--- src/rtl/rcg_pkg.sv ---
// rcg_pkg: shared types, constants and sizes for the capture group span scanner
// depends on nothing; imported by the top, rcg_scan_core and rcg_out_queue
`default_nettype none

package rcg_pkg;

   // sizes
   localparam int STACK_DEPTH     = 16;
   localparam int MAX_PATTERN_LEN = 4096;
   localparam int MAX_GROUPS      = 9;
   localparam int POS_W           = $clog2(MAX_PATTERN_LEN);
   localparam int ADDR_W          = (STACK_DEPTH > 1) ? $clog2(STACK_DEPTH) : 1;
   localparam int LVL_W           = 8;
   localparam int CNT_W           = 4;

   // saturation points
   localparam logic [CNT_W-1:0] COUNT_SAT = CNT_W'(10);
   localparam logic [LVL_W-1:0] LEVEL_SAT = LVL_W'(255);

   // code units that the scanner reacts to
   localparam logic [15:0] CH_LPAREN    = 16'h0028;
   localparam logic [15:0] CH_RPAREN    = 16'h0029;
   localparam logic [15:0] CH_LBRACK    = 16'h005B;
   localparam logic [15:0] CH_RBRACK    = 16'h005D;
   localparam logic [15:0] CH_QUESTION  = 16'h003F;
   localparam logic [15:0] CH_BACKSLASH = 16'h005C;

   typedef struct packed {
      logic [15:0] char_code;
      logic        last_char;
   } req_type;

   typedef struct packed {
      logic        span_valid;
      logic [3:0]  group_number;
      logic [11:0] span_start;
      logic [11:0] span_length;
      logic        pattern_done;
      logic [3:0]  capture_total;
      logic        nesting_overflow;
   } rsp_type;

   // one stack entry
   typedef struct packed {
      logic [POS_W-1:0] start;
      logic             capturing;
      logic [CNT_W-1:0] number;
   } entry_type;

   localparam int ENTRY_W = $bits(entry_type);

endpackage : rcg_pkg

`default_nettype wire

--- src/rtl/regex_capture_group_span_scanner.sv ---
// an accepted unit's result is registered in the queue before it shows on rsp
// throughput: one code unit per cycle unless the queue is full; stack memory is
//   read ahead, at the current top's address; a write just made is forwarded
// a two-entry result queue lets units keep coming while a result waits
// reset: synchronous, clears scan state and queue; stack contents stay unknown
`default_nettype none

module regex_capture_group_span_scanner (
   input  wire logic             clock,
   input  wire logic             reset,
   // input items
   input  wire logic             req_valid,
   output logic                  req_stall,
   input  wire rcg_pkg::req_type req_data,
   // result items
   output logic                  rsp_valid,
   input  wire logic             rsp_stall,
   output rcg_pkg::rsp_type      rsp_data
);
   import rcg_pkg::*;

   logic    accept;
   logic    push;
   rsp_type push_data;
   logic    full;

   // an item goes in whenever the queue has a free slot
   assign accept    = req_valid && !req_stall;
   assign req_stall = full;

   // scan state, nesting stack in memory, result forming
   rcg_scan_core u_core (
      .clock    (clock),
      .reset    (reset),
      .accept   (accept),
      .req_data (req_data),
      .push     (push),
      .push_data(push_data)
   );

   // decouples the scan from a stalled result side
   rcg_out_queue u_queue (
      .clock    (clock),
      .reset    (reset),
      .push     (push),
      .push_data(push_data),
      .full     (full),
      .rsp_valid(rsp_valid),
      .rsp_stall(rsp_stall),
      .rsp_data (rsp_data)
   );

   // a full queue always has a result to offer
   a_stall_has_rsp: assert property (@(posedge clock) disable iff (reset)
      req_stall |-> rsp_valid)
      else $error("stall without pending result");

   // a reported span carries a group number in range, no report carries none
   a_group_range: assert property (@(posedge clock) disable iff (reset)
      push |-> (push_data.span_valid ? (push_data.group_number >= 4'd1
                && push_data.group_number <= 4'(MAX_GROUPS))
               : (push_data.group_number == 4'd0)))
      else $error("group number out of range");

   // the capture total never passes its saturation point
   a_count_sat: assert property (@(posedge clock) disable iff (reset)
      push |-> (push_data.capture_total <= COUNT_SAT))
      else $error("capture total above saturation");

   // every result is either a span or a pattern end
   a_result_reason: assert property (@(posedge clock) disable iff (reset)
      push |-> (push_data.span_valid || push_data.pattern_done))
      else $error("result without reason");

endmodule : regex_capture_group_span_scanner

`default_nettype wire

--- src/rtl/rcg_ram.sv ---
// rcg_ram: generic single-write, single-read ram with registered read data
// no dependencies
`default_nettype none

module rcg_ram #(
   parameter int WIDTH = 8,
   parameter int DEPTH = 16,
   parameter int AW    = (DEPTH > 1) ? $clog2(DEPTH) : 1
) (
   input  wire logic             clock,
   input  wire logic             wr_en,
   input  wire logic [AW-1:0]    wr_addr,
   input  wire logic [WIDTH-1:0] wr_data,
   input  wire logic [AW-1:0]    rd_addr,
   output logic      [WIDTH-1:0] rd_data
);

   logic [WIDTH-1:0] mem_ff [DEPTH];
   logic [WIDTH-1:0] rd_data_ff;

   always_ff @(posedge clock) begin
      if (wr_en) begin
         mem_ff[wr_addr] <= wr_data;
      end
      rd_data_ff <= mem_ff[rd_addr];
   end

   assign rd_data = rd_data_ff;

endmodule : rcg_ram

`default_nettype wire

--- src/rtl/rcg_scan_core.sv ---
// rcg_scan_core: per-unit scan state, stack memory access and result forming
// depends on rcg_pkg and rcg_ram
`default_nettype none

module rcg_scan_core (
   input  wire logic            clock,
   input  wire logic            reset,
   input  wire logic            accept,
   input  wire rcg_pkg::req_type req_data,
   output logic                 push,
   output rcg_pkg::rsp_type     push_data
);
   import rcg_pkg::*;

   logic [POS_W-1:0] pos_ff, pos_in;
   logic             in_class_ff, in_class_in;
   logic             skip_ff, skip_in;
   logic             pend_ff, pend_in;
   logic [CNT_W-1:0] cnt_ff, cnt_in;
   logic [LVL_W-1:0] lvl_ff, lvl_in;
   logic             ovf_ff, ovf_in;
   logic             fwd_ff, fwd_in;
   entry_type        fwd_data_ff;

   logic              we;
   logic [ADDR_W-1:0] waddr;
   logic [ADDR_W-1:0] raddr;
   entry_type         wdata;
   logic [ENTRY_W-1:0] rd_bits;

   logic [LVL_W-1:0] lvl_m1;
   logic [LVL_W-1:0] lvl_in_m1;
   entry_type        pend_entry;
   entry_type        top;
   logic             res_valid;
   logic [POS_W-1:0] sstart;
   logic [POS_W-1:0] slen;
   logic [CNT_W-1:0] grp;

   assign lvl_m1    = lvl_ff - LVL_W'(1);
   assign lvl_in_m1 = lvl_in - LVL_W'(1);
   assign waddr     = lvl_m1[ADDR_W-1:0];
   assign raddr     = lvl_in_m1[ADDR_W-1:0];

   rcg_ram #(
      .WIDTH(ENTRY_W),
      .DEPTH(STACK_DEPTH)
   ) u_stack (
      .clock  (clock),
      .wr_en  (we),
      .wr_addr(waddr),
      .wr_data(wdata),
      .rd_addr(raddr),
      .rd_data(rd_bits)
   );

   always_comb begin
      logic [15:0] c;
      logic        cap;
      c           = req_data.char_code;
      cap         = 1'b0;
      pos_in      = pos_ff;
      in_class_in = in_class_ff;
      skip_in     = skip_ff;
      pend_in     = pend_ff;
      cnt_in      = cnt_ff;
      lvl_in      = lvl_ff;
      ovf_in      = ovf_ff;
      we          = 1'b0;
      res_valid   = 1'b0;
      sstart      = '0;
      slen        = '0;
      grp         = '0;

      // entry of the open just before this unit, decided now
      cap = (c != CH_QUESTION);
      pend_entry.start     = pos_ff - POS_W'(1);
      pend_entry.capturing = cap;
      pend_entry.number    = '0;

      if (accept) begin
         if (pend_ff) begin
            pend_in = 1'b0;
            if (cap) begin
               if (cnt_in < COUNT_SAT) begin
                  cnt_in = cnt_in + CNT_W'(1);
               end
               pend_entry.number = cnt_in;
            end
            // written back only if stored and the pattern goes on
            we = (9'(lvl_m1) < 9'(STACK_DEPTH)) && !req_data.last_char;
         end

         if (skip_ff) begin
            skip_in = 1'b0;
         end else if (in_class_ff) begin
            if (c == CH_RBRACK) begin
               in_class_in = 1'b0;
            end
         end else if (c == CH_BACKSLASH) begin
            skip_in = 1'b1;
         end else if (c == CH_LPAREN) begin
            if (lvl_ff == LEVEL_SAT) begin
               ovf_in = 1'b1;
            end else begin
               if (!(9'(lvl_ff) < 9'(STACK_DEPTH))) begin
                  ovf_in = 1'b1;
               end
               lvl_in = lvl_ff + LVL_W'(1);
               if (req_data.last_char) begin
                  if (cnt_in < COUNT_SAT) begin
                     cnt_in = cnt_in + CNT_W'(1);
                  end
               end else begin
                  pend_in = 1'b1;
               end
            end
         end else if (c == CH_RPAREN) begin
            if (lvl_ff != '0) begin
               lvl_in = lvl_m1;
               if (9'(lvl_m1) < 9'(STACK_DEPTH)) begin
                  if (top.capturing && top.number >= CNT_W'(1)
                      && top.number <= CNT_W'(MAX_GROUPS)) begin
                     res_valid = 1'b1;
                     grp       = top.number;
                     sstart    = top.start + POS_W'(1);
                     slen      = pos_ff - sstart;
                  end
               end
            end
         end else if (c == CH_LBRACK) begin
            in_class_in = 1'b1;
         end

         pos_in = pos_ff + POS_W'(1);

         if (req_data.last_char) begin
            pos_in      = '0;
            in_class_in = 1'b0;
            skip_in     = 1'b0;
            pend_in     = 1'b0;
            lvl_in      = '0;
         end
      end
   end

   // stack top: the open decided in this step, a write just made, or memory
   always_comb begin
      if (pend_ff) begin
         top = pend_entry;
      end else if (fwd_ff) begin
         top = fwd_data_ff;
      end else begin
         top = entry_type'(rd_bits);
      end
   end

   assign wdata  = pend_entry;
   assign fwd_in = we && (waddr == raddr);

   always_comb begin
      push                       = accept && (res_valid || req_data.last_char);
      push_data.span_valid       = res_valid;
      push_data.group_number     = grp;
      push_data.span_start       = 12'(sstart);
      push_data.span_length      = 12'(slen);
      push_data.pattern_done     = req_data.last_char;
      push_data.capture_total    = cnt_in;
      push_data.nesting_overflow = ovf_in;
   end

   always_ff @(posedge clock) begin
      if (reset) begin
         pos_ff      <= '0;
         in_class_ff <= 1'b0;
         skip_ff     <= 1'b0;
         pend_ff     <= 1'b0;
         cnt_ff      <= '0;
         lvl_ff      <= '0;
         ovf_ff      <= 1'b0;
         fwd_ff      <= 1'b0;
      end else begin
         pos_ff      <= pos_in;
         in_class_ff <= in_class_in;
         skip_ff     <= skip_in;
         pend_ff     <= pend_in;
         cnt_ff      <= (accept && req_data.last_char) ? '0 : cnt_in;
         lvl_ff      <= lvl_in;
         ovf_ff      <= (accept && req_data.last_char) ? 1'b0 : ovf_in;
         fwd_ff      <= fwd_in;
      end
   end

   always_ff @(posedge clock) begin
      fwd_data_ff <= wdata;
   end

endmodule : rcg_scan_core

`default_nettype wire

--- src/rtl/rcg_out_queue.sv ---
// rcg_out_queue: two-entry result queue between the scan core and rsp channel
// depends on rcg_pkg
`default_nettype none

module rcg_out_queue (
   input  wire logic             clock,
   input  wire logic             reset,
   input  wire logic             push,
   input  wire rcg_pkg::rsp_type push_data,
   output logic                  full,
   output logic                  rsp_valid,
   input  wire logic             rsp_stall,
   output rcg_pkg::rsp_type      rsp_data
);
   import rcg_pkg::*;

   rsp_type    slot_ff [2];
   logic       rd_ptr_ff, rd_ptr_in;
   logic       wr_ptr_ff, wr_ptr_in;
   logic [1:0] count_ff, count_in;
   logic       pop;

   assign pop       = (count_ff != 2'd0) && !rsp_stall;
   assign full      = (count_ff == 2'd2);
   assign rsp_valid = (count_ff != 2'd0);
   assign rsp_data  = slot_ff[rd_ptr_ff];

   always_comb begin
      rd_ptr_in = pop ? !rd_ptr_ff : rd_ptr_ff;
      wr_ptr_in = push ? !wr_ptr_ff : wr_ptr_ff;
      count_in  = count_ff + 2'(push) - 2'(pop);
   end

   always_ff @(posedge clock) begin
      if (reset) begin
         rd_ptr_ff <= 1'b0;
         wr_ptr_ff <= 1'b0;
         count_ff  <= 2'd0;
      end else begin
         rd_ptr_ff <= rd_ptr_in;
         wr_ptr_ff <= wr_ptr_in;
         count_ff  <= count_in;
      end
   end

   always_ff @(posedge clock) begin
      if (push) begin
         slot_ff[wr_ptr_ff] <= push_data;
      end
   end

endmodule : rcg_out_queue

`default_nettype wire
--- config.mk ---
export PLATFORM = sky130hd
export DESIGN_NAME = regex_capture_group_span_scanner
export DESIGN_NICKNAME = d
export VERILOG_FILES = /design/src/rtl/rcg_pkg.sv /design/src/rtl/regex_capture_group_span_scanner.sv /design/src/rtl/rcg_ram.sv /design/src/rtl/rcg_scan_core.sv /design/src/rtl/rcg_out_queue.sv
export SDC_FILE = /design/constraint.sdc
export NUM_CORES = 1
export LEC_CHECK = 0
export BUFFER_PORTS_ARGS = -buffer_cell sky130_fd_sc_hd__buf_2
export CORE_AREA = 2 2 200 202
export CTS_CLUSTER_DIAMETER = 30
export DETAILED_ROUTE_END_ITERATION = 16
export DIE_AREA = 0 0 202 204
export GPL_ROUTABILITY_DRIVEN = 0
export HOLD_SLACK_MARGIN = 0.06
export PLACE_DENSITY_LB_ADDON = 0.12
export SYNTH_ARGS = -nofsm -noshare
export SYNTH_HDL_FRONTEND = slang
export SYNTH_SLANG_ARGS = --single-unit
--- constraint.sdc ---
create_clock -name clock -period 6 [get_ports clock]
set_input_delay 0.6 -clock clock [delete_from_list [all_inputs] [get_ports clock]]
set_output_delay 0.6 -clock clock [all_outputs]
set_load 0.01 [all_outputs]
======== Word level (Yosys, flattened, before mapping) ========
Memories as Yosys holds them, arrays and structs flattened. A register that Yosys moved wholly into a read port is not among the register bits.
Index checks and enable logic that the tools add are counted.
word-level totals
  flip-flop bits (word level) ............. 50
  RAM bits ................................ 342
  bits of input ports ..................... 21
  output and inout bits ................... 37
  word-level logic and storage cells ...... 157
  memories kept ........................... 2
cells by class
  add/sub/neg operators ................... 11
  magnitude comparators ................... 6
  equality and inequality tests ........... 10
  muxes and demuxes ....................... 96
  reduce and logical (&&, ||, !) cells .... 18
memories
  memory                 depth  width  rd ports  clocked after memory_dff  wr ports  RTL line             text
  u_core.u_stack.mem_ff  16     17     1         1                         1         rcg_ram.sv:18        logic [WIDTH-1:0] mem_ff [DEPTH];
  u_queue.slot_ff        2      35     1         1                         1         rcg_out_queue.sv:17  rsp_type slot_ff [2];
operator list
  cell                                                               count
  2-to-1 mux 12 bit                                                  19
  2-to-1 mux 4 bit                                                   24
  2-to-1 mux 8 bit                                                   9
  equality test 16 x 7 -> 1 bit, second input constant               3
  2-to-1 mux 1 bit                                                   42
  2-to-1 mux 17 bit                                                  2
  equality test 16 x 6 -> 1 bit, second input constant               2
  adder 12 x 1 -> 12 bit, second input constant                      2
  < comparator 8 x 5 -> 1 bit, second input constant                 2
  inequality test 16 x 6 -> 1 bit, second input constant             1
  subtractor 12 x 1 -> 12 bit, second input constant                 1
  subtractor 12 bit                                                  1
  adder 4 x 1 -> 4 bit, second input constant                        2
  adder 8 x 1 -> 8 bit, second input constant                        1
  equality test 8 bit, second input constant                         1
  logical AND 1 bit                                                  8
  < comparator 4 bit, second input constant                          2
  nonzero test 8 bit                                                 1
  subtractor 8 x 1 -> 8 bit, second input constant                   1
  zero test 1 bit                                                    5
  equality test 4 bit                                                1
  greater-or-equal comparator 4 x 1 -> 1 bit, second input constant  1
  less-or-equal comparator 4 bit, second input constant              1
  subtractor 4 x 1 -> 4 bit, second input constant                   1
  8 further kinds                                                    8

======== Longest topological paths before layout ========
Gate-level depths: netlist (run 1).
  word-level depth ........................ 22
  mapped depth ............................ 18

======== By module ========
Synthesis (run 1) repeated with hierarchy kept, for this count alone.
unflattened totals
  cells, all modules ...................... 1123
  area total of the unflattened synthesis .. 17566.8 sq um
by module, submodules not included
  module                            instances  cells each  area each (sq um)  seq. area each (sq um)
  rcg_ram                           1          458         10637.7            8508.2
  rcg_scan_core                     1          532         4016.4             920.9
  rcg_out_queue                     1          132         2899.0             2202.1
  regex_capture_group_span_scanner  1          1           13.8               0.0

======== Least setup slack after synthesis (run 1) ========
No wires, ideal clock.
  path type ............................... input to register
  from .................................... input req_data[10] (netlist bit)
  to ...................................... memory u_queue.slot_ff[0][0] (netlist bit), enable pin
  library setup time ...................... 0.439 ns
  arrival time ............................ 4.319 ns
  data required time ...................... 5.561 ns
  path slack .............................. 1.242 ns
  stages on the path ...................... 9
  cell sequence ........................... nor3b_1 nand4_4 o21ai_1 o32a_1 a21oi_1 or4_1 clkbuf_1 clkbuf_1 a21oi_1
on the way
  cells in the longest elaborated chain, start to end .. 21
RTL lines
  item                                        RTL line                                text
  start, declared                             regex_capture_group_span_scanner.sv:14  input wire rcg_pkg::req_type req_data,
  inequality test 16 x 6 -> 1 bit             rcg_scan_core.sv:76                     cap = (c != CH_QUESTION);
  2-to-1 mux 4 bit                            rcg_scan_core.sv:84                     if (cap) begin
  2-to-1 mux 4 bit                            rcg_scan_core.sv:82                     if (pend_ff) begin
  2-to-1 mux 4 bit                            rcg_scan_core.sv:81                     if (accept) begin
  2-to-1 mux 17 bit                           rcg_scan_core.sv:149                    if (pend_ff) begin
  greater-or-equal comparator 4 x 1 -> 1 bit  rcg_scan_core.sv:122                    if (top.capturing && top.number >= CNT_W'(1)
  logical AND 1 bit                           rcg_scan_core.sv:122
  logical AND 1 bit                           rcg_scan_core.sv:123                    && top.number <= CNT_W'(MAX_GROUPS)) begin
  (+5 left out)                               -
  2-to-1 mux 1 bit (*)                        rcg_scan_core.sv:100                    end else if (c == CH_BACKSLASH) begin
  2-to-1 mux 1 bit (*)                        rcg_scan_core.sv:96                     end else if (in_class_ff) begin
  2-to-1 mux 1 bit (*)                        rcg_scan_core.sv:94                     if (skip_ff) begin
  2-to-1 mux 1 bit (*)                        rcg_scan_core.sv:81
  logical OR 1 bit (*)                        rcg_scan_core.sv:162                    push = accept && (res_valid || req_data.last_char);
  logical AND 1 bit (*)                       rcg_scan_core.sv:162
  2-to-1 mux 1 bit (*)                        rcg_out_queue.sv:47                     if (push) begin
  2-to-1 mux 1 bit (not written as such) (*)  rcg_out_queue.sv:48                     slot_ff[wr_ptr_ff] <= push_data;
  end, declared                               rcg_out_queue.sv:17
Every way passes the cells marked *; elsewhere a longest branch is shown, timed or not.

==> results of run 1 <==
-- flip-flops by register name, indices dropped and copies added, names as in the netlist, named ones only --
register / flops
u_core.skip_ff: 1
u_queue.count_ff: 2
u_core.u_stack.rd_data: 17
u_core.in_class_ff: 1
u_queue.slot_ff: 70
u_queue.rd_ptr_ff: 1
u_core.pos_ff: 12
u_core.pend_ff: 1
u_core.fwd_ff: 1
u_core.cnt_ff: 4
u_core.ovf_ff: 1
u_core.fwd_data_ff: 17
u_core.u_stack.mem_ff: 272
u_queue.wr_ptr_ff: 1
u_core.lvl_ff: 8
-- critical path, stage by stage (launching register included) --
cell and delay (ps):
dfxtp_1 520, inv_1 350, ha_1 390, xor2_1 170, buf_4 210, mux2_2 300
and2_1 210, nand2_1 90, xnor2_1 50, o21ai_0 340, ha_1 320, a21boi_0 150
o21ai_0 190, nand2b_1 120, a31o_2 270, a21oi_1 180, mux2i_1 200, a21oi_1 90
-- cell type report --
| class | instances | area share |
|---|---|---|
| multi-input combinational | 586 | 0.2553 |
| clock buffer | 93 | 0.1049 |
| inverter | 22 | 0.003847 |
| tap | 525 | 0.03060 |
| clock inverter | 68 | 0.03748 |
| timing repair buffer | 93 | 0.02588 |
| antenna | 1 | 0.0001166 |
| sequential | 410 | 0.5419 |
-- worst max-delay path by stage --
stage,from,endpoint,slack (ps),cells after the start
2_1_floorplan,req_data[10],u_queue.slot_ff[0][0],1240,9
3_3_place_gp,req_data[10],u_core.u_stack.rd_data[2],1440,12
3_5_place_dp,req_data[10],u_core.u_stack.rd_data[0],1310,10
4_1_cts,u_core.pos_ff[0],u_queue.slot_ff[0][16],1550,17
5_1_grt,u_core.pos_ff[0],u_queue.slot_ff[1][16],1150,17
6_report,u_core.pos_ff[0],u_queue.slot_ff[0][16],1590,17
-- routing by layer --
| metal | vias to the layer above | track usage | wire length (µm) |
|---|---|---|---|
| met5 | - | 0 | 0 |
| met4 | 0 | 0.06933 | 830 |
| met3 | 63 | 0.04241 | 2053 |
| met2 | 257 | 0.3079 | 18040 |
| met1 | 4995 | 0.2585 | 16870 |
| li1 | 4482 | - | - |
-- layout by cell type (no fill, tap or decap), types with 10 or more instances in the layout --
master      instances
dfxtp_1            68
nor3_1             20
ha_1               23
a21oi_1            26
mux4_2             81
buf_4              36
inv_1              21
edfxtp_1          342
bufinv_16          10
nor2b_1            19
clkinvlp_4         12
and2_1             20
mux2_2             40
xnor2_1            29
nand3_1            23
nor2_1             85
clkinv_2           13
xor2_1             20
clkinv_4           10
buf_2              57
nand2_1            37
clkbuf_16          88
mux2i_1            16
o21ai_0            23
-- cells by family after synthesis --
logic type,count (synthesis)
AOI/OAI and AO/OA,112
adders and majority gates,25
and+or+nand+nor,257
muxes,141
buffers and inverters,77
DFF,410
xor gates and xnor gates,51
-- power by group --
| group | internal [mW] | switching, mW |
|---|---|---|
| combinational | 0.181 | 0.306 |
| sequential | 3.23 | 0.0224 |
| clock | 3.20 | 1.62 |
==> qor.yml, run 1 <==
clk_latency_ps: 610
antenna_found_initial: 1
cts_made_buffers: 86
r2r-end: "u_queue.slot_ff[0][16]"
synth_mux_area_frac: 0.1458
synth_nets: 1119
io_buffers: 57
drv_cap: 0
antenna_left: 0
synthTopCellsByCount: "edfxtp_1, nor2_1, mux4_2"
die_h_um: 204
dpl_cell_area_um2: 18410
area_growth_pct: 23.19
syn_area_um2: 17420
max_freq_ghz: 0.2266
nets: 1245
post-route-util: 0.5478
core_um2: 39180
synth_most_common_cell: "edfxtp_1"
synth_seq_area_share: 0.6675
synth_top_family_by_area: "multiplexers"
nFillCells: 3086
rsz0062_at_grt: "false"
path_class: "flop to flop"
num_rows: 73
avgSynthCellArea_um2: 16.24
grt_pass1_wl_um: 59280
htree_levels: 3
crit_arrival_ps: 4740
power_mw: 8.557
path_clk_slew_ps: 40
synth_area_leaders: "edfxtp_1, mux4_2, dfxtp_1"
drive_gt1_frac: 0.3050
final_area_um2: 21460
synth_seq_cells: 410
cp_max_fo: 19
via_per_inst: 5.449
synth-async-reset-ratio: 0
clock_sinks: 410
period_share: 0.7355
holdCritPathClass: "primary input to flop"
multi_input_area_um2: 5480
first_pass_iters: 5
cts_max_path_buffers: 3
setup_tns_ps: 0
yosysWarningCount: 0
status: "finished clean"
cts_tree: "yes"
grt_max_degree: 46
synth_xor_area_frac: 0.02671
die_width_um: 202
remaining_drc_errors: 0
synth_edf_count: 342
ir_worst_vdd_uv: 258.3
synth_compound_area_frac: 0.04524
regArea_um2: 11630
post_cts_buffers: 0
powerDensity_nw_per_um2: 398.7
setup_ws_ps: 1587
hold_ws_ps: 388.2
synthSimpleGateAreaFrac: 0.07712
grt_usage: 0.1918
finalMaxSlewViolations: 0
synth_area_leader_cell: "edfxtp_1"
grt_pass1_vias: 9878
yosys.area_share.adder: 0.01838
io_pins: 58
grt.overflow.total: 0
hp-start: "req_data[3]"
setup_viol: 0
num_vias: 9797
fin_cells: 1798
drt_iter0_drc: 697
rrSetupSlack_ps: 1590
worstMarginPinSlew_ps: 1191
timing.critical_path.to_type: "flop"
slew_headroom: 0.2029
dpl.cell_count: 1636
r2r-start: "u_core.pos_ff[0]"
critPathLaunchType: "flop"
synth_top_area_share: 0.5894
initial_core_util: 0.4447
place_hpwl_um: 21970
synth_cell_type_count: 71
hold_end: "u_core.in_class_ff"
hold_viol_final: 0
cts_resized: 0
cts_root_buf: "clkbuf_16"
hold_path_depth: 4
wl_um: 37790
r2r.worst_path.cells: 17
synth_cells: 1073
wl_per_cell_um: 21.02
required_ps: 6330
cts_hold_buf: 0
finalCriticalPeriod_ps: 4413
ys.flop_type: "edfxtp_1"
die_area_um2: 41210
place_ws_ps: 1310
fin_worst_skew_ps: 41.55
p_leak_nw: 7.490
Note: power is estimated with default switching activity, not from simulation.
==> inputs of run 2 (changes only) <==
ABC_AREA = 1   (was unset)
CORE_AREA = 2 2 212 214   (was 2 2 200 202)
DIE_AREA = 0 0 214 216   (was 0 0 202 204)
clock period = 3.6 ns   (was 6 ns; I/O delays follow)
==> qor.yml, run 2 <==
grt_use_met2: 0.3645  # +0.05657
endpoint: "u_queue.slot_ff[1][17]"
cts_tree: "yes"
clock_sinks: 410  # unchanged
holdCritPathClass: "primary input to flop"
nFillCells: 3815  # +24%
grt.overflow.total: 0  # unchanged
grt_pass1_wl_um: 78900  # +33%
setup_tns_ps: 0  # unchanged
final_common_cell: "nand2_1"
period_share: 0.8914  # +0.1559
htree_levels: 3  # unchanged
nets: 2219  # +78%
io_buffers: 57  # unchanged
grt_max_degree: 138  # +200%
p_comb_frac: 0.058  # about the same
multi_input_area_um2: 6450  # +18%
p_int_mw: 11.21  # +70%
remaining_drc_errors: 0  # unchanged
die_area_um2: 46220  # +12%
final_cell_mix: "nand2_1, edfxtp_1, inv_1"
ys.flop_type: "edfxtp_1"
hold_viol_final: 0  # unchanged
synth_area_leaders: "edfxtp_1, nand2_1, dfxtp_1"
yosysWarningCount: 0  # unchanged
top_regs: "u_core.u_stack.mem_ff x272, u_queue.slot_ff x70"
regArea_um2: 11630  # unchanged
hold_path_depth: 2  # -2
status: "finished clean"
fin_worst_skew_ps: 21.15  # -20.40 ps
die_h_um: 216  # +5.9%
post-route-util: 0.5451  # -0.002731
largest_reg_flops: 272  # unchanged
synth_cells: 2055  # +92%
cp_slowest_stage_delay_ps: 370  # -150 ps
avgSynthCellArea_um2: 9.509  # -41%
area_growth_pct: 22.27
p_clk_frac: 0.568  # +0.005
timing.critical_path.to_type: "flop"
io_pins: 58  # unchanged
finalCriticalPeriod_ps: 3209  # -1204 ps
place_hpwl_um: 29240  # +33%
path_cells: "inv_4 > ha_4 > nand2_1 > nand2_1 > inv_1 > ha_1 > nand2_2 > nor3b_4 > xnor2_2 > ha_1 > a21oi_1 > o21ai_0 > a21oi_2 > o21ai_0 > nand2_1 > nand2_1 > a21oi_1 > nand3_1 > nand2_1 > nor2_1"
synth_top_area_share: 0.5255  # -0.06385
rsz0062_at_grt: "false"
critPathLaunchType: "flop"
die_width_um: 214  # +5.9%
busiest_layer: "met2"
wl_um: 50200  # +33%
synth_most_common_cell: "nand2_1"
drv_cap: 0  # unchanged
r2r-end: "u_queue.slot_ff[1][17]"
worstMarginPinSlew_ps: 746.4  # -444.9 ps
largest_register: "u_core.u_stack.mem_ff"
setup_viol: 0  # unchanged
cts_made_buffers: 89  # +3.5%
synth_cell_type_count: 44  # -38%
required_ps: 3960  # -2370 ps
first_pass_iters: 7  # +2
r2r.worst_path.cells: 20  # +3
antenna_found_initial: 0  # -1
max_freq_ghz: 0.3116  # +38%
n_antenna_cell: 0  # -1
cp-startpoint: "u_core.pos_ff[0]"
clk_latency_ps: 610  # about the same
seq_power_share: 0.374  # -0.006
cts_max_path_buffers: 3  # unchanged
rrSetupSlack_ps: 390  # -1200 ps
core_um2: 43840  # +12%
cp_max_fo: 7  # -12
drive_gt1_frac: 0.1632  # -0.1418
synth-async-reset-ratio: 0  # unchanged
swShare: 0.2213  # -0.006586
num_rows: 77  # +5.5%
syn_area_um2: 19540  # +12%
grt_pass1_vias: 14000  # +42%
initial_core_util: 0.4458  # +0.001104
cts_root_buf: "clkbuf_16"
grtUsageMet3: 0.03608  # -0.006329
synth_edf_count: 342  # unchanged
p_leak_nw: 10.22  # +36%
cpMostUsedCell: "nand2_1"
path_clk_slew_ps: 50  # about the same
synth_area_leader_cell: "edfxtp_1"
antenna_left: 0  # unchanged
powerDensity_nw_per_um2: 602.4  # +51%
drt_iter0_drc: 1074  # +54%
synthTopCellsByCount: "nand2_1, edfxtp_1, inv_1"
crit_arrival_ps: 3570  # -1170 ps
slew_headroom: 0.5019  # +0.2990
num_vias: 14390  # +47%
wl_per_cell_um: 17.67  # -16%
power_mw: 14.39  # +68%
r2r-start: "u_core.pos_ff[0]"
finalMaxSlewViolations: 0  # unchanged
use_met1: 0.2935  # +0.03499
path_class: "flop to flop"
power_switching_mw: 3.185  # +63%
grt_usage: 0.2197  # +0.02789
synth_seq_area_share: 0.5952  # -0.07232
synth_seq_cells: 410  # unchanged
via_per_inst: 5.066  # -7.0%
slowest_stage: "dfxtp_1"
ir_worst_vdd_uv: 348.5  # +35%
synth_nets: 2101  # +88%
## run 2: cell count changes in the layout (fill, tap and decap cells not counted), moves of 22 or more
| cell | before | now |
|---|---|---|
| a21oi_1 | 26 | 48 |
| inv_1 | 21 | 284 |
| mux4_2 | 81 | 0 |
| nand2_1 | 37 | 551 |
| nand3_1 | 23 | 269 |
| nand3b_1 | 2 | 72 |
| xnor2_1 | 29 | 3 |
## run 2: worst min path at each step
stage / startpoint / to
after floorplan: u_queue.rd_ptr_ff / flop
after global placement: u_queue.rd_ptr_ff / u_queue.rd_ptr_ff
after detailed placement: u_queue.rd_ptr_ff / flop
after CTS: reset / u_core.pend_ff
after global routing: reset / u_core.in_class_ff
final: reset / u_core.pend_ff
## run 2: cells by family after synthesis
kind of cell,share of synthesized area
muxes,0.02068
and+or+nand+nor,0.2450
AOI/OAI and AO/OA,0.03003
DFF,0.5952
adders and majority gates,0.01639
xor gates and xnor gates,0.01114
buffers and inverters,0.08157
## run 2: layout make-up
cell class | count | area share
Sequential cell | 410 | 0.4868
Clock inverter | 59 | 0.02807
Clock buffer | 108 | 0.1014
Multi-Input combinational cell | 1262 | 0.2700
Tap cell | 592 | 0.03100
Inverter | 297 | 0.04676
Timing Repair Buffer | 113 | 0.03603
## run 2: per-layer routing
metal | part of all wire | vias up
li1 | - | 7039
met1 | 0.45 | 6862
met2 | 0.48 | 426
met3 | 0.058 | 66
met4 | 0.018 | 0
met5 | 0 | -
## run 2: critical path, delay by kind of cell (launching register included)
kind / cells / cell delay, ps
xor gates and xnor gates: 1 / 100
DFF: 1 / 370
buffers and inverters: 2 / 140
adders and majority gates: 3 / 770
and+or+nand+nor: 9 / 870
AOI/OAI and AO/OA: 5 / 720
## run 2: through the flow
stage / area, µm² / setup slack, ps / cells / hold slack, ps
after floorplan: 19560 / 45.24 / 2055 / 425.8
after global placement: 20710 / 238.3 / 2669 / 437.3
after detailed placement: 20710 / 214.8 / 2669 / 447.6
after CTS: 23830 / 196.2 / 2838 / 108.2
after global routing: 23890 / 35.81 / 2841 / 137.4
final: 23890 / 390.9 / 2841 / 121.0
## run 2: repair_timing
item / CTS / global route
hold buffers: 2 / 0
endpoints found under the hold margin: 3 / 0
setup buffers: 0 / 3
gates resized for setup: 0 / 10
setup endpoints to repair: 0 / 6
## run 2: power by group through the flow
stage          Sequential, mW  Combinational [mW]  Clock, mW
2_1_floorplan            5.46               0.496          0
3_3_place_gp             5.47               0.815          0
3_5_place_dp             5.47               0.825          0
4_1_cts                  5.39               0.831       8.30
5_1_grt                  5.39               0.914       8.57
6_report                 5.39               0.831       8.17
==> inputs of run 3 (changes only) <==
clock period = 2.8 ns   (was 3.6 ns; I/O delays follow)
==> qor.yml, run 3 (synthesis results as in run 2) <==
max_freq_ghz: 0.3204  # +2.8%
met3RoutedLength_um: 2563  # -11%
top_regs: "u_core.u_stack.mem_ff x272, u_queue.slot_ff x70"
dpl.cell_count: 2792  # +4.6%
r2r-start: "u_core.pos_ff[0]"
slew_headroom: 0.4951  # -0.006784
p_leak_nw: 11.28  # +10%
r2r-end: "u_queue.slot_ff[1][16]"
cts_tree: "yes"
num_rows: 77  # unchanged
core_um2: 43840  # unchanged
rsz0062_at_grt: "true"
period_share: 1.115  # +0.2233
cts_made_buffers: 95  # +6.7%
cp_max_fo: 4  # -3
final_cell_mix: "nand2_1, edfxtp_1, inv_1"
first_pass_iters: 6  # -1
powerDensity_nw_per_um2: 735.7  # +22%
wl_per_cell_um: 17.47  # -1.1%
die_area_um2: 46220  # unchanged
path_class: "flop to flop"
setup_viol: 14  # +14
crit_arrival_ps: 3470  # -100 ps
wl_um: 52580  # +4.7%
area_growth_pct: 33.97
final_common_cell: "nand2_1"
met2_length_um: 25270  # +6.0%
path_clk_slew_ps: 40  # about the same
die_width_um: 214  # unchanged
grt_max_degree: 138  # unchanged
via_per_inst: 4.991  # -1.5%
regArea_um2: 11650  # +0.13%
antenna_left: 0  # unchanged
wl_met1_um: 23160  # +2.7%
cts_root_buf: "clkbuf_16"
fin_cells: 3009  # +5.9%
ir_worst_vdd_uv: 479.9  # +38%
multi_input_area_um2: 6932  # +7.5%
hold_viol_final: 0  # unchanged
rrSetupSlack_ps: -320  # -710 ps
cts_max_path_buffers: 3  # unchanged
critPathLaunchType: "flop"
nets: 2381  # +7.3%
clk_latency_ps: 630  # +20 ps
drv_cap: 0  # unchanged
power_mw: 19.26  # +34%
grt.overflow.total: 0  # unchanged
die_h_um: 216  # unchanged
worstMarginPinSlew_ps: 757.4  # +11.00 ps
grt_pass1_wl_um: 82010  # +3.9%
finalMaxSlewViolations: 0  # unchanged
drt_iter0_drc: 1109  # +3.3%
fin_worst_skew_ps: 38.73  # +17.58 ps
num_vias: 15020  # +4.3%
violations: "setup timing"
grt_usage: 0.2283  # +0.008605
r2r.worst_path.cells: 18  # -10%
setup_ws_ps: -321.2  # -712.1 ps
drive_gt1_frac: 0.2544  # +0.09126
n_antenna_cell: 0  # unchanged
holdCritPathClass: "primary input to flop"
nFillCells: 3648  # -4.4%
antenna_found_initial: 1  # +1
endpoint: "u_queue.slot_ff[1][16]"
largest_reg_flops: 272  # unchanged
grt_pass1_vias: 15010  # +7.2%
required_ps: 3150  # -810 ps
io_pins: 58  # unchanged
htree_levels: 3  # unchanged
io_buffers: 57  # unchanged
cp-startpoint: "u_core.pos_ff[0]"
largest_register: "u_core.u_stack.mem_ff"
timing.critical_path.to_type: "flop"
place_hpwl_um: 31070  # +6.3%
finalCriticalPeriod_ps: 3121  # -87.91 ps
clock_sinks: 410  # unchanged
status: "finished with violations"
highest_layer: "met4"
initial_core_util: 0.4458  # unchanged
remaining_drc_errors: 0  # unchanged
==> run 3: cell types whose count changed in the layout (fill, tap and decap cells not counted), moves of 10 or more <==
cell,before,now
dfxtp_1,68,58
buf_12,12,34
nor2_1,102,89
nand2_1,551,531
nand2_2,11,23
buf_4,42,164
==> run 3: worst min-delay path by stage <==
stage,slack [ps],depth (start not counted),from,end
final,90,5,req_data[3],u_core.skip_ff
after global routing,120,5,req_data[3],u_core.skip_ff
after CTS,60,5,req_data[4],u_core.skip_ff
after detailed placement,450,2,u_core.ovf_ff,u_core.ovf_ff
after global placement,440,1,u_queue.rd_ptr_ff,flop
after floorplan,380,0,req_data[0],u_queue.slot_ff[0][5]
==> run 3: repair_timing <==
item	4_1_cts	5_1_grt
hold buffers	3	0
cloned	1	1
hold endpoints to repair	12	0
resized for setup	65	63
pin swaps	38	40
endpoints found under the setup margin	32	36
buffers inserted	25	11
==> run 3: layout make-up <==
cell class	count	area share
Tap cell	592	0.02829
Sequential cell	410	0.4449
Multi-Input combinational cell	1262	0.2648
Timing Repair Buffer	269	0.09114
Clock inverter	66	0.02911
Inverter	297	0.04330
Clock buffer	113	0.09850
==> run 3: per-layer routing <==
metal  up-vias  track usage
li1       7371            -
met2       430       0.3845
met1      7104       0.2921
met5         -            0
met3       113      0.04313
met4         0      0.08834
==> run 3: report_power, final <==
group          switching, mW  total (mW)  internal (mW)
combinational          0.727        1.17          0.446
sequential            0.0589        6.93           6.87
clock                   3.55        11.2           7.61
==> run 3: metrics by stage <==
step	setup TNS (ps)	setup WS, ps	utilization	cell area (µm²)	hold WS, ps
after floorplan	-18280	-354.7	-	19620	378.9
after detailed placement	-4154	-414.4	0.5010	21960	450.6
after global routing	-4920	-578.1	0.5972	26180	121.4
after global placement	-2829	-378.4	0.5010	21960	440.7
final	-2257	-321.2	0.5972	26180	88.62
after CTS	-2321	-244.5	0.5887	25810	64.54
==> run 3: critical path, stage by stage (launching register included) <==
cell and delay (ps):
dfxtp_4 370, clkinv_8 50, ha_4 180, xor2_4 170
o21ai_4 80, nor2_4 120, nand2_4 80, nor3b_4 280
nand2_1 90, nor2_1 140, xor2_1 210, ha_1 310
buf_4 160, nand2_2 90, nor3_4 60, nand2_1 80
o2111ai_2 140, o21ai_1 180, a21oi_2 50
